### src/rtl/sdspi_pkg.sv
// ----------------------------------------------------------------------------
// sdspi_pkg: shared types and constants of the sd spi host sequencer
// phase codes, opcodes, command, status and card kind codes and the defaults of the parameters
// ----------------------------------------------------------------------------
package sdspi_pkg;

  localparam int unsigned InitIdleBytesDef = 20;

  localparam logic [1:0] OpByte  = 2'd0;
  localparam logic [1:0] OpInit  = 2'd1;
  localparam logic [1:0] OpRead1 = 2'd2;
  localparam logic [1:0] OpReadN = 2'd3;

  localparam logic [3:0] PhIdle   = 4'd0;
  localparam logic [3:0] PhClocks = 4'd1;
  localparam logic [3:0] PhCpre   = 4'd2;
  localparam logic [3:0] PhCbyte  = 4'd3;
  localparam logic [3:0] PhCskip  = 4'd4;
  localparam logic [3:0] PhCpoll  = 4'd5;
  localparam logic [3:0] PhEcho   = 4'd6;
  localparam logic [3:0] PhCsdtok = 4'd7;
  localparam logic [3:0] PhCsd    = 4'd8;
  localparam logic [3:0] PhDtok   = 4'd9;
  localparam logic [3:0] PhData   = 4'd10;
  localparam logic [3:0] PhDcrc   = 4'd11;

  localparam logic [5:0] Cmd0  = 6'd0;
  localparam logic [5:0] Cmd8  = 6'd8;
  localparam logic [5:0] Cmd9  = 6'd9;
  localparam logic [5:0] Cmd12 = 6'd12;
  localparam logic [5:0] Cmd17 = 6'd17;
  localparam logic [5:0] Cmd18 = 6'd18;
  localparam logic [5:0] Cmd41 = 6'd41;

  localparam logic [1:0] StOk       = 2'd0;
  localparam logic [1:0] StInitFail = 2'd1;
  localparam logic [1:0] StReject   = 2'd2;
  localparam logic [1:0] StBusy     = 2'd3;

  localparam logic [1:0] KindUnknown = 2'd0;
  localparam logic [1:0] KindStd     = 2'd1;
  localparam logic [1:0] KindHigh    = 2'd2;
  localparam logic [1:0] KindError   = 2'd3;

  typedef struct packed {
    logic       tx_valid;
    logic [7:0] tx_byte;
    logic       select_active;
    logic       data_valid;
    logic [7:0] data_byte;
    logic       block_end;
    logic       done_res;
    logic [1:0] status;
    logic [7:0] r1_response;
    logic [1:0] card_kind;
    logic [32:0] capacity_blocks;
  } result_t;

endpackage

### src/rtl/sdspi_core.sv
// ----------------------------------------------------------------------------
// sdspi_core: sequencer state and one step per request
// takes a request, updates the state and forms the registered result
// ----------------------------------------------------------------------------
module sdspi_core #(
  parameter int unsigned InitIdleBytes = sdspi_pkg::InitIdleBytesDef
) (
  input  logic                clk_i,
  input  logic                rst_ni,
  input  logic                step_i,
  input  logic [1:0]          opcode_i,
  input  logic [7:0]          rx_byte_i,
  input  logic [31:0]         block_addr_i,
  input  logic [7:0]          block_count_i,
  output sdspi_pkg::result_t  res_o
);
  import sdspi_pkg::*;

  logic [3:0]  phase_q, phase_d;
  logic [9:0]  cnt_q, cnt_d;
  logic [31:0] arg_q, arg_d;
  logic [7:0]  left_q, left_d;
  logic [1:0]  kind_q, kind_d;
  logic [3:0]  bl_q, bl_d;
  logic [21:0] size_q, size_d;
  logic [2:0]  mult_q, mult_d;
  logic [32:0] cap_q, cap_d;
  logic [7:0]  resp_q, resp_d;
  logic        sel_q, sel_d;
  logic [1:0]  lst_q, lst_d;
  logic [5:0]  cmd_q, cmd_d;
  logic [7:0]  crc_q, crc_d;
  logic        pre_q, pre_d;

  logic       txv, dv, bend, done;
  logic [7:0] tx, dat;
  logic [9:0] cnt_inc;
  logic [3:0] len;
  logic [32:0] cap_std;
  logic [7:0] echo_exp;

  assign cnt_inc = cnt_q + 10'd1;

  function automatic logic [7:0] cmd_byte(input logic pre, input logic [5:0] cmd,
                                          input logic [31:0] arg, input logic [7:0] crc,
                                          input logic [2:0] k);
    logic [7:0] b;
    if (pre) begin
      b = (k == 3'd0) ? 8'h77 : ((k == 3'd5) ? 8'h01 : 8'h00);
    end else begin
      case (k)
        3'd0: b = {2'b01, cmd};
        3'd1: b = arg[31:24];
        3'd2: b = arg[23:16];
        3'd3: b = arg[15:8];
        3'd4: b = arg[7:0];
        default: b = crc;
      endcase
    end
    return b;
  endfunction

  always_comb begin
    len = (bl_q < 4'd9) ? 4'd9 : bl_q;
    cap_std = (({21'd0, size_q[11:0]} + 33'd1) << ({2'd0, mult_q} + 5'd2))
              << (len - 4'd9);
    case (cnt_q[1:0])
      2'd3:    echo_exp = 8'hAA;
      2'd2:    echo_exp = 8'h01;
      default: echo_exp = 8'h00;
    endcase
  end

  always_comb begin
    phase_d = phase_q; cnt_d = cnt_q; arg_d = arg_q; left_d = left_q;
    kind_d = kind_q; bl_d = bl_q; size_d = size_q; mult_d = mult_q;
    cap_d = cap_q; resp_d = resp_q; sel_d = sel_q; lst_d = lst_q;
    cmd_d = cmd_q; crc_d = crc_q; pre_d = pre_q;
    txv = 1'b0; tx = 8'hFF; dv = 1'b0; dat = 8'h00; bend = 1'b0; done = 1'b0;

    if (phase_q == PhIdle) begin
      if (opcode_i == OpInit) begin
        sel_d = 1'b0; phase_d = PhClocks; cnt_d = '0; txv = 1'b1;
      end else if (opcode_i == OpRead1 || opcode_i == OpReadN) begin
        arg_d = (kind_q == KindStd) ? {block_addr_i[22:0], 9'd0} : block_addr_i;
        sel_d = 1'b1; left_d = block_count_i;
        cmd_d = (opcode_i == OpRead1) ? Cmd17 : Cmd18;
        crc_d = 8'h01; pre_d = 1'b0; phase_d = PhCpre; cnt_d = '0; txv = 1'b1;
      end
    end else if (opcode_i == OpByte) begin
      txv = 1'b1;
      case (phase_q)
        PhClocks: begin
          cnt_d = cnt_inc;
          if (cnt_inc >= 10'(InitIdleBytes)) begin
            sel_d = 1'b1; cmd_d = Cmd0; arg_d = '0; crc_d = 8'h95; pre_d = 1'b0;
            phase_d = PhCpre; cnt_d = '0;
          end
        end
        PhCpre: begin
          phase_d = PhCbyte; cnt_d = '0;
          tx = cmd_byte(pre_q, cmd_q, arg_q, crc_q, 3'd0);
        end
        PhCbyte: begin
          cnt_d = cnt_inc;
          if (cnt_inc < 10'd6) tx = cmd_byte(pre_q, cmd_q, arg_q, crc_q, cnt_inc[2:0]);
          else phase_d = (!pre_q && cmd_q == Cmd12) ? PhCskip : PhCpoll;
        end
        PhCskip: phase_d = PhCpoll;
        PhCpoll: begin
          if (rx_byte_i != 8'hFF) begin
            resp_d = rx_byte_i;
            if (pre_q) begin
              pre_d = 1'b0; phase_d = PhCpre;
            end else begin
              // start a new command by default where one follows
              phase_d = PhCpre; cnt_d = '0;
              case (cmd_q)
                Cmd0: begin
                  cmd_d = Cmd8; arg_d = 32'h0000_01AA; crc_d = 8'h87; pre_d = 1'b0;
                end
                Cmd8: begin
                  if (rx_byte_i == 8'd5) begin
                    kind_d = KindStd; cmd_d = Cmd41; arg_d = 32'h4000_0000;
                    crc_d = 8'h01; pre_d = 1'b1;
                  end else if (rx_byte_i == 8'd1) begin
                    phase_d = PhEcho;
                  end else begin
                    kind_d = KindError; phase_d = PhIdle; done = 1'b1;
                    lst_d = StInitFail; txv = 1'b0;
                  end
                end
                Cmd41: begin
                  if (rx_byte_i == 8'd1) begin
                    arg_d = 32'h4000_0000; crc_d = 8'h01; pre_d = 1'b1;
                  end else begin
                    cmd_d = Cmd9; arg_d = '0; crc_d = 8'h01; pre_d = 1'b0;
                  end
                end
                Cmd9: begin
                  cnt_d = cnt_q;
                  if (rx_byte_i != 8'd0) begin
                    kind_d = KindError; phase_d = PhIdle; done = 1'b1;
                    lst_d = StInitFail; txv = 1'b0;
                  end else phase_d = PhCsdtok;
                end
                Cmd17, Cmd18: begin
                  if (rx_byte_i != 8'd0) begin
                    phase_d = PhIdle; done = 1'b1; lst_d = StReject; txv = 1'b0;
                    cnt_d = cnt_q;
                  end else if (cmd_q == Cmd18 && left_q == 8'd0) begin
                    cmd_d = Cmd12; arg_d = '0; crc_d = 8'h01; pre_d = 1'b0;
                  end else begin
                    phase_d = PhDtok; cnt_d = cnt_q;
                  end
                end
                default: begin
                  phase_d = PhIdle; done = 1'b1; txv = 1'b0; cnt_d = cnt_q;
                  lst_d = (rx_byte_i == 8'd0) ? StOk : StReject;
                end
              endcase
            end
          end
        end
        PhEcho: begin
          if (rx_byte_i != echo_exp) begin
            kind_d = KindError; phase_d = PhIdle; done = 1'b1;
            lst_d = StInitFail; txv = 1'b0;
          end else begin
            cnt_d = cnt_inc;
            if (cnt_inc >= 10'd4) begin
              kind_d = KindHigh; cmd_d = Cmd41; arg_d = 32'h4000_0000;
              crc_d = 8'h01; pre_d = 1'b1; phase_d = PhCpre; cnt_d = '0;
            end
          end
        end
        PhCsdtok: if (rx_byte_i != 8'hFF) begin
          phase_d = PhCsd; cnt_d = '0;
        end
        PhCsd: begin
          if (cnt_q == 10'd0) begin
            kind_d = rx_byte_i[6] ? KindHigh : KindStd;
            size_d = '0; mult_d = '0; bl_d = '0;
          end else if (kind_q == KindHigh) begin
            if (cnt_q == 10'd7) size_d = {rx_byte_i[5:0], 16'd0};
            else if (cnt_q == 10'd8) size_d = {size_q[21:16], rx_byte_i, size_q[7:0]};
            else if (cnt_q == 10'd9) size_d = {size_q[21:8], rx_byte_i};
          end else begin
            if (cnt_q == 10'd5) bl_d = rx_byte_i[3:0];
            else if (cnt_q == 10'd6) size_d = {10'd0, rx_byte_i[1:0], 10'd0};
            else if (cnt_q == 10'd7) size_d = {size_q[21:10], rx_byte_i, size_q[1:0]};
            else if (cnt_q == 10'd8) size_d = {size_q[21:2], rx_byte_i[7:6]};
            else if (cnt_q == 10'd9) mult_d = {rx_byte_i[1:0], 1'b0};
            else if (cnt_q == 10'd10) mult_d = {mult_q[2:1], rx_byte_i[7]};
          end
          cnt_d = cnt_inc;
          if (cnt_inc >= 10'd16) begin
            // capacity from the decoded fields, all set before the last byte
            cap_d = (kind_q == KindHigh) ? ({11'd0, size_q} + 33'd1) << 10 : cap_std;
            phase_d = PhIdle; done = 1'b1; lst_d = StOk; txv = 1'b0;
          end
        end
        PhDtok: if (rx_byte_i == 8'hFE) begin
          phase_d = PhData; cnt_d = '0;
        end
        PhData: begin
          dv = 1'b1; dat = rx_byte_i; cnt_d = cnt_inc;
          if (cnt_inc == 10'd512) begin
            bend = 1'b1; phase_d = PhDcrc; cnt_d = '0;
          end
        end
        PhDcrc: begin
          cnt_d = cnt_inc;
          if (cnt_inc >= 10'd2) begin
            if (cmd_q == Cmd17) begin
              phase_d = PhIdle; done = 1'b1; lst_d = StOk; txv = 1'b0;
            end else begin
              left_d = left_q - 8'd1;
              if (left_q == 8'd1) begin
                cmd_d = Cmd12; arg_d = '0; crc_d = 8'h01; pre_d = 1'b0;
                phase_d = PhCpre; cnt_d = '0;
              end else phase_d = PhDtok;
            end
          end
        end
        default: begin
          phase_d = PhIdle; txv = 1'b0;
        end
      endcase
    end
  end

  always_ff @(posedge clk_i or negedge rst_ni) begin
    if (!rst_ni) begin
      phase_q <= PhIdle; cnt_q <= '0; arg_q <= '0; left_q <= '0;
      kind_q <= KindUnknown; bl_q <= '0; size_q <= '0; mult_q <= '0;
      cap_q <= '0; resp_q <= 8'hFF; sel_q <= 1'b0; lst_q <= StOk;
      cmd_q <= Cmd0; crc_q <= '0; pre_q <= 1'b0;
      res_o <= '0;
    end else if (step_i) begin
      phase_q <= phase_d; cnt_q <= cnt_d; arg_q <= arg_d; left_q <= left_d;
      kind_q <= kind_d; bl_q <= bl_d; size_q <= size_d; mult_q <= mult_d;
      cap_q <= cap_d; resp_q <= resp_d; sel_q <= sel_d; lst_q <= lst_d;
      cmd_q <= cmd_d; crc_q <= crc_d; pre_q <= pre_d;
      res_o.tx_valid        <= txv;
      res_o.tx_byte         <= tx;
      res_o.select_active   <= sel_d;
      res_o.data_valid      <= dv;
      res_o.data_byte       <= dat;
      res_o.block_end       <= bend;
      res_o.done_res        <= done;
      res_o.status          <= (phase_d != PhIdle) ? StBusy : lst_d;
      res_o.r1_response     <= resp_d;
      res_o.card_kind       <= kind_d;
      res_o.capacity_blocks <= cap_d;
    end
  end

endmodule

### src/rtl/sd_spi_host_sequencer.sv
// ----------------------------------------------------------------------------
// sd_spi_host_sequencer: sd card host sequencer in spi mode
// one spi byte exchange per request; init, single and multi block reads
// ----------------------------------------------------------------------------
// a result is registered and appears in the cycle after its request is accepted
// throughput: one request per cycle, held back only while a result waits
// the result register is loaded on each accepted request, while it is empty or being taken
// reset (async, active low) returns the sequencer to idle, no card known,
// last response 0xff and no result pending
module sd_spi_host_sequencer #(
  parameter int unsigned InitIdleBytes = sdspi_pkg::InitIdleBytesDef
) (
  input  logic        clk_i,
  input  logic        rst_ni,
  input  logic        in_valid_i,
  output logic        in_ready_o,
  input  logic [1:0]  opcode_i,
  input  logic [7:0]  rx_byte_i,
  input  logic [31:0] block_addr_i,
  input  logic [7:0]  block_count_i,
  output logic        out_valid_o,
  input  logic        out_ready_i,
  output logic        tx_valid_o,
  output logic [7:0]  tx_byte_o,
  output logic        select_active_o,
  output logic        data_valid_o,
  output logic [7:0]  data_byte_o,
  output logic        block_end_o,
  output logic        done_res_o,
  output logic [1:0]  status_o,
  output logic [7:0]  r1_response_o,
  output logic [1:0]  card_kind_o,
  output logic [32:0] capacity_blocks_o
);
  import sdspi_pkg::*;

  result_t res;
  logic    valid_q;
  logic    take;

  // request taken whenever the result slot is free or drains this cycle
  assign in_ready_o = !valid_q || out_ready_i;
  assign take       = in_valid_i && in_ready_o;

  sdspi_core #(.InitIdleBytes(InitIdleBytes)) u_core (
    .clk_i, .rst_ni,
    .step_i       (take),
    .opcode_i, .rx_byte_i, .block_addr_i, .block_count_i,
    .res_o        (res)
  );

  always_ff @(posedge clk_i or negedge rst_ni) begin
    if (!rst_ni) valid_q <= 1'b0;
    else if (in_ready_o) valid_q <= in_valid_i;
  end

  assign out_valid_o       = valid_q;
  assign tx_valid_o        = res.tx_valid;
  assign tx_byte_o         = res.tx_byte;
  assign select_active_o   = res.select_active;
  assign data_valid_o      = res.data_valid;
  assign data_byte_o       = res.data_byte;
  assign block_end_o       = res.block_end;
  assign done_res_o        = res.done_res;
  assign status_o          = res.status;
  assign r1_response_o     = res.r1_response;
  assign card_kind_o       = res.card_kind;
  assign capacity_blocks_o = res.capacity_blocks;

endmodule

### config.mk
export PLATFORM = sky130hd
export DESIGN_NAME = sd_spi_host_sequencer
export DESIGN_NICKNAME = d
export VERILOG_FILES = /design/src/rtl/sdspi_pkg.sv /design/src/rtl/sdspi_core.sv /design/src/rtl/sd_spi_host_sequencer.sv
export SDC_FILE = /design/constraint.sdc
export NUM_CORES = 1
export LEC_CHECK = 0
export ABC_AREA = 1
export BUFFER_PORTS_ARGS = -buffer_cell sky130_fd_sc_hd__buf_4
export CAP_MARGIN = 10
export CORE_MARGIN = 2
export CORE_UTILIZATION = 55
export DETAILED_ROUTE_END_ITERATION = 10
export HOLD_SLACK_MARGIN = 0.03
export PLACE_DENSITY = 0.87
export RECOVER_POWER = 100
export SLEW_MARGIN = 20
export SYNTH_ARGS = -nofsm -noshare
export SYNTH_HDL_FRONTEND = slang
export SYNTH_SLANG_ARGS = --single-unit
### constraint.sdc
create_clock -name clk_i -period 5.7 [get_ports clk_i]
set_input_delay 1.14 -clock clk_i [delete_from_list [all_inputs] [get_ports clk_i]]
set_output_delay 1.14 -clock clk_i [all_outputs]
set_load 0.05 [all_outputs]
After elaboration in Yosys (flattened, before gate mapping)
Cells that the tools add are included.

Bits in read-only memories: 0. Input port bits: 54. Register bits after elaboration: 175. Output and inout port bits: 68. Latch bits: 0. Logic and storage cells: 411. Memories: 0. Memory bits (writable): 0.

Add/subtract/negate cells: 6. Reductions and logical operators: 52. Order comparisons: 6. Bitwise gates (word level): 1. Shift operators: 2. Equal/unequal tests: 81. $mul: 0. Divide/modulo/power cells: 0. Muxes and demuxes: 234.

Operators by type and width (count): $mux W32 (16); $mux W8 (35); $pmux W32 S4 (2); $mux W10 (17); $mux W33 (5); $mux W22 (7); $mux W6 (17); $mux W4 (24); $pmux W10 S9 (1); $pmux W8 S4 (2); $mux W2 (27); $mux W1 (53); $pmux W6 S4 (2); $pmux W4 S11 (1); $pmux W8 S5 (1); $shl A33 B4 Y33 (1); $shl A33 B5 Y33 (1); $pmux W8 S2 (2); $mux W31 (1); $eq A10 B3 Y1 const B (3); $eq A10 B4 Y1 const B (3); $reduce_and A7 Y1 (4); $mux W3 (9); $ne A3 B1 Y1 const B (9); 72 further kinds (139).

Logic depth before layout (Yosys ltp)
Word-level depth: 12. Depth in mapped cells: 21. Depth with buffers taken out: 21.

Hierarchy
Synthesis repeated with hierarchy kept, for this count alone.

Cells, all modules: 1808. Area total of the unflattened synthesis: 12403.1 µm².

By module, submodules not included: sdspi_core (sequential area each 4264.1 µm², area an instance 12358.1 µm², cells an instance 1802, instances 1); sd_spi_host_sequencer (sequential area each 25.0 µm², area an instance 45.0 µm², cells an instance 6, instances 1).

Worst setup path before layout
No wires, ideal clock.

Kind: input to register. Start: input out_ready_i. End: register u_core.cmd_q[0]. Data arrival time: 2812 ps. Stages on the path: 10. Required time: 5566 ps. Buffers on the path: 1. Path slack: 2754 ps. Setup time: 134 ps. Path through: inv_1 -> nand2_1 -> nand2_1 -> clkbuf_1 -> nor2_1 -> nand2_1 -> nor4_2 -> nand2_1 -> nand2_1 -> o211ai_1.

Longest elaborated chain between the ends: 3.

RTL lines: start, declared (RTL line sd_spi_host_sequencer.sv:22) `input logic out_ready_i,`; $logic_or A1 B1 Y1 (RTL line sd_spi_host_sequencer.sv:42) `assign in_ready_o = !valid_q || out_ready_i;`; named net in_ready_o (RTL line sd_spi_host_sequencer.sv:16) `output logic in_ready_o,`; $logic_and A1 B1 Y1 (RTL line sd_spi_host_sequencer.sv:43) `assign take = in_valid_i && in_ready_o;`; $reduce_and A18 Y1 (no source line); end signal, assigned (RTL line sdspi_core.sv:244) `cmd_q <= cmd_d; crc_q <= crc_d; pre_q <= pre_d;`; end, declared (RTL line sdspi_core.sv:31) `logic [5:0] cmd_q, cmd_d;`.

The timed path passes the listed nets, and every way through them passes these cells. A chain may end at the register's enable or synchronous reset.

Worst setup path after layout
Start: register u_core.phase_q[3]. End: register u_core.res_o[10] (netlist bit).

Longest elaborated chain between the ends: 3. Elaborated cells on any way between the ends: 4. Classes of those cells: 1 x eq/ne; 1 x bitwise; 2 x reduce/logical.

RTL lines: start, declared (RTL line sdspi_core.sv:19) `logic [3:0] phase_q, phase_d;`; start signal, assigned (RTL line sdspi_core.sv:241) `phase_q <= phase_d; cnt_q <= cnt_d; arg_q <= arg_d; left_q <= left_d;`; $logic_not A4 Y1 (RTL line sdspi_core.sv:81) `if (phase_q == PhIdle) begin`; $not A1 Y1 (no source line); $reduce_and A5 Y1 (no source line) *; end, declared (RTL line sdspi_core.sv:15) `output sdspi_pkg::result_t res_o`.

Mark *: on every way between the ends. The rest lies on a longest branch, timed or not.

==> results.txt <==
Status - finished, violations left
Failing checks - capacitance limit, slew limit
Largest net degree at the start of global routing - 87
Latest clock arrival within the worst-skew pair - 0.46 ns
Placer Congestion - 1.074
Fmax - 0.2284 GHz
Post-CTS Hold Fix Bufs - 0
R2R Path End - u_core.res_o[10]
Post-synthesis sequential area ratio - 34.81%
WL final - 40.60 mm
DIE HEIGHT - 153.7 um
Post-synth EDFFs - 0
Final setup fails - 0
Clock sinks - 171
Sw frac - 51.58%
Crit path required time - 6.03 ns
Grt ovf - 0
Crit Path Category - flip-flop to flip-flop
Hold Path Stages - 2
Period minus WS final - 4.378 ns
Resized cells post-CTS - 0
Setup TNS Final - 0 ns
Yosys warning count - 0
Top Family by Delay on Critical Path - simple AND/OR/NAND/NOR gates
Antenna cells - 0
Synthesized area - 0.01232 mm2
Initial antenna violation count - 0
Worst Path Buf+Inv - 5
Crit-path cells - inv_1 > ha_1 > nand2_2 > inv_1 > nor2_1 > inv_2 > nor2_1 > inv_2 > nor2_2 > nand2_1 > inv_1 > o21ai_0 > o22ai_1 > nand2_1
Hold Path Sink - u_core.resp_q[3]
Max-cap viol count - 2
Primary FF master, synth - dfrtp_1
Worst path slowest cell - inv_1
Core Area - 0.02189 mm2
First-pass GRT wire length - 65.56 mm
Gate power share - 50.5%
Final HPWL DP - 31.71 mm
Internal cell power - 2891 uW
Reg-to-Reg Start - u_core.phase_q[3]
Vias after detailed routing - 13,470
R2R cell count - 14
Max H-tree Level - 4
Post-Syn Instances - 1,865
Number of distinct library cells after synthesis - 58
Placed insts - 2,214
Worst hold slack - 0.4682 ns
Endpoints failing hold - 0
Fin cells - 2,246
Seq cells post-synth - 171
Die footprint - 0.02362 mm2
Tightest Pin Transition - 2.569 ns
CTS root buf - clkbuf_16
Clk pin slew, worst setup/hold paths - 0.07 ns
Avg WL per Cell - 18.08 um
Number of buffers added on ports - 121
CTS tree - built
Final period utilization - 76.80%
Net switching power figure - 3079 uW
Critical path launch point type - flip-flop
FF-to-FF setup slack - 1.32 ns
Initial Utilization - 56.29%
Worst EP arrival - 4.71 ns
Sequential Power Share - 29.9%
Layout Skew - 0.01631 ns
Most frequent cells in the layout - nand2_1 (462), nand3_1 (264), nor2_1 (215), inv_1 (210), dfrtp_1 (163)
Clock Tree Buf Depth - 2
DRC - 0
Clock power frac - 19.6%
PwrDens - 437.8 mW/mm2
Syn Nets - 1,937
Worst Path Max Fanout - 25
Rel. slew slack - -71.28%
Vias in the first global route - 12,630
CTS Buf Count - 17
1st-iter DRT viols - 1,209
Asr flop ratio synth - 100.0%
Crit. End Element - flip-flop
Peak supply drop - 0.2632 mV
DRT Pass-1 Iters - 5
Drt via density - 5.997
Most common cell after layout, fill and taps aside - nand2_1
Worst hold path type - flip-flop to flip-flop
Total GRT Usage - 34.37%
Max stage delay on crit path - 0.71 ns
FP Rows - 54
Syn Area/Cell - 6.608 um2
Max-slew violations - 89
Layout area overhead - 10.67%
Share of cells above drive strength 1 - 7.579%
Post-DRT Antenna Nets - 0
Die X-Extent - 153.7 um
CP dominant cell by count - inv_1
Ports - 122
Worst Setup SP - u_core.phase_q[3]
Leakage Power - 0.006811 uW
Worst Hold Launch - u_core.resp_q[3]
Fin nets - 2,025
Unrepaired setup endpoints after global routing - false
Post-CTS setup repair buffer count - 0
[cell families (layout without fill, tap and decap cells)]
family                     Yosys count  after routing  share of synthesized area [%]
xor gates and xnor gates             6              6                         0.4264
buffers and inverters              293            394                          9.240
AOI/OAI and AO/OA                  332            332                          16.09
adders and majority gates           18             18                          1.828
and+or+nand+nor                   1038           1038                          37.03
muxes                                7              7                         0.5788
DFF                                171            171                          34.81
[how the worst max path moves through the flow]
stage,end,slack (ns),cells after the start
after floorplan,u_core.cmd_q[0],2.75,10
after global placement,u_core.res_o[10],1.81,13
after detailed placement,u_core.res_o[10],1.70,13
after CTS,u_core.res_o[18],2.10,13
after global routing,u_core.res_o[10],0.93,14
final,u_core.res_o[10],1.32,14
[per-layer routing]
metal	track usage, %	part of all wire (%)	vias to the layer above	routed length, um
met2	58.46	49	606	19760
met3	5.778	6.8	103	2778
met4	13.81	3.6	0	1481
met5	0	0	-	0
li1	-	-	6412	-
met1	43.70	41	6349	16580
[worst reg2reg max path, stage by stage, from the launching register on]
cell     delay (ns)
dfrtp_1        0.44
inv_1          0.19
ha_1           0.29
nand2_2        0.10
inv_1          0.37
nor2_1         0.46
inv_2          0.09
nor2_1         0.51
inv_2          0.10
nor2_2         0.13
nand2_1        0.42
inv_1          0.72
o21ai_0        0.20
o22ai_1        0.16
nand2_1        0.07
[flip-flops by register name (all words and copies together), names as in the netlist, 6 cells and up]
signal         count
u_core.cnt_q      10
u_core.size_q     22
u_core.arg_q      32
u_core.left_q      8
u_core.res_o      65
u_core.resp_q      8
u_core.cmd_q       6
[power by group through the flow]
| stage | registers, uW | logic, uW | clock network [uW] |
|---|---|---|---|
| finish | 1790 | 3010 | 1170 |
| CTS | 1780 | 3100 | 1170 |
| detailed placement | 1800 | 3090 | 0 |
| floorplan | 2080 | 1840 | 0 |
| global route | 1820 | 3290 | 1220 |
| global placement | 1790 | 3050 | 0 |
[through the flow]
step                setup slack, ns  area [um2]  power, uW  util, %
finish                        1.322       13640       5970    62.30
global route                 0.9281       13640       6335    62.30
CTS                           2.100       14000       6056    63.93
detailed placement            1.705       13410       4892    61.27
global placement              1.808       13410       4843    61.27
floorplan                     2.754       12320       3926        -
[layout make-up]
type	instances	area, um2
multi-input cells	1401	6804
clock inverters	14	143.9
fillers	2091	8253
flip-flops and latches	171	4289
well taps	280	350.3
clock buffers	18	439.2
repair buffers	135	754.5
inverters	227	857.1
[cell usage after synthesis, types with 7 or more instances]
master,instances,area share [%]
nand2_1,459,14
nand3_1,263,11
inv_1,207,6.3
nor2_1,206,6.3
dfrtp_1,163,33
o21ai_0,130,5.3
a21oi_1,57,2.3
clkbuf_1,48,1.5
nand4_1,36,1.8
a31oi_1,26,1.3
o211ai_1,26,1.6
nor3_1,24,0.97
o21ai_1,24,0.97
ha_1,18,1.8
o22ai_1,17,0.86
inv_2,14,0.43
or2_2,13,0.66
o31ai_1,9,0.55
buf_1,8,0.24
dfstp_2,8,1.7
nor2_2,7,0.36
nor2_4,7,0.64
o32ai_1,7,0.50
Note: power is estimated with default switching activity, not from simulation.
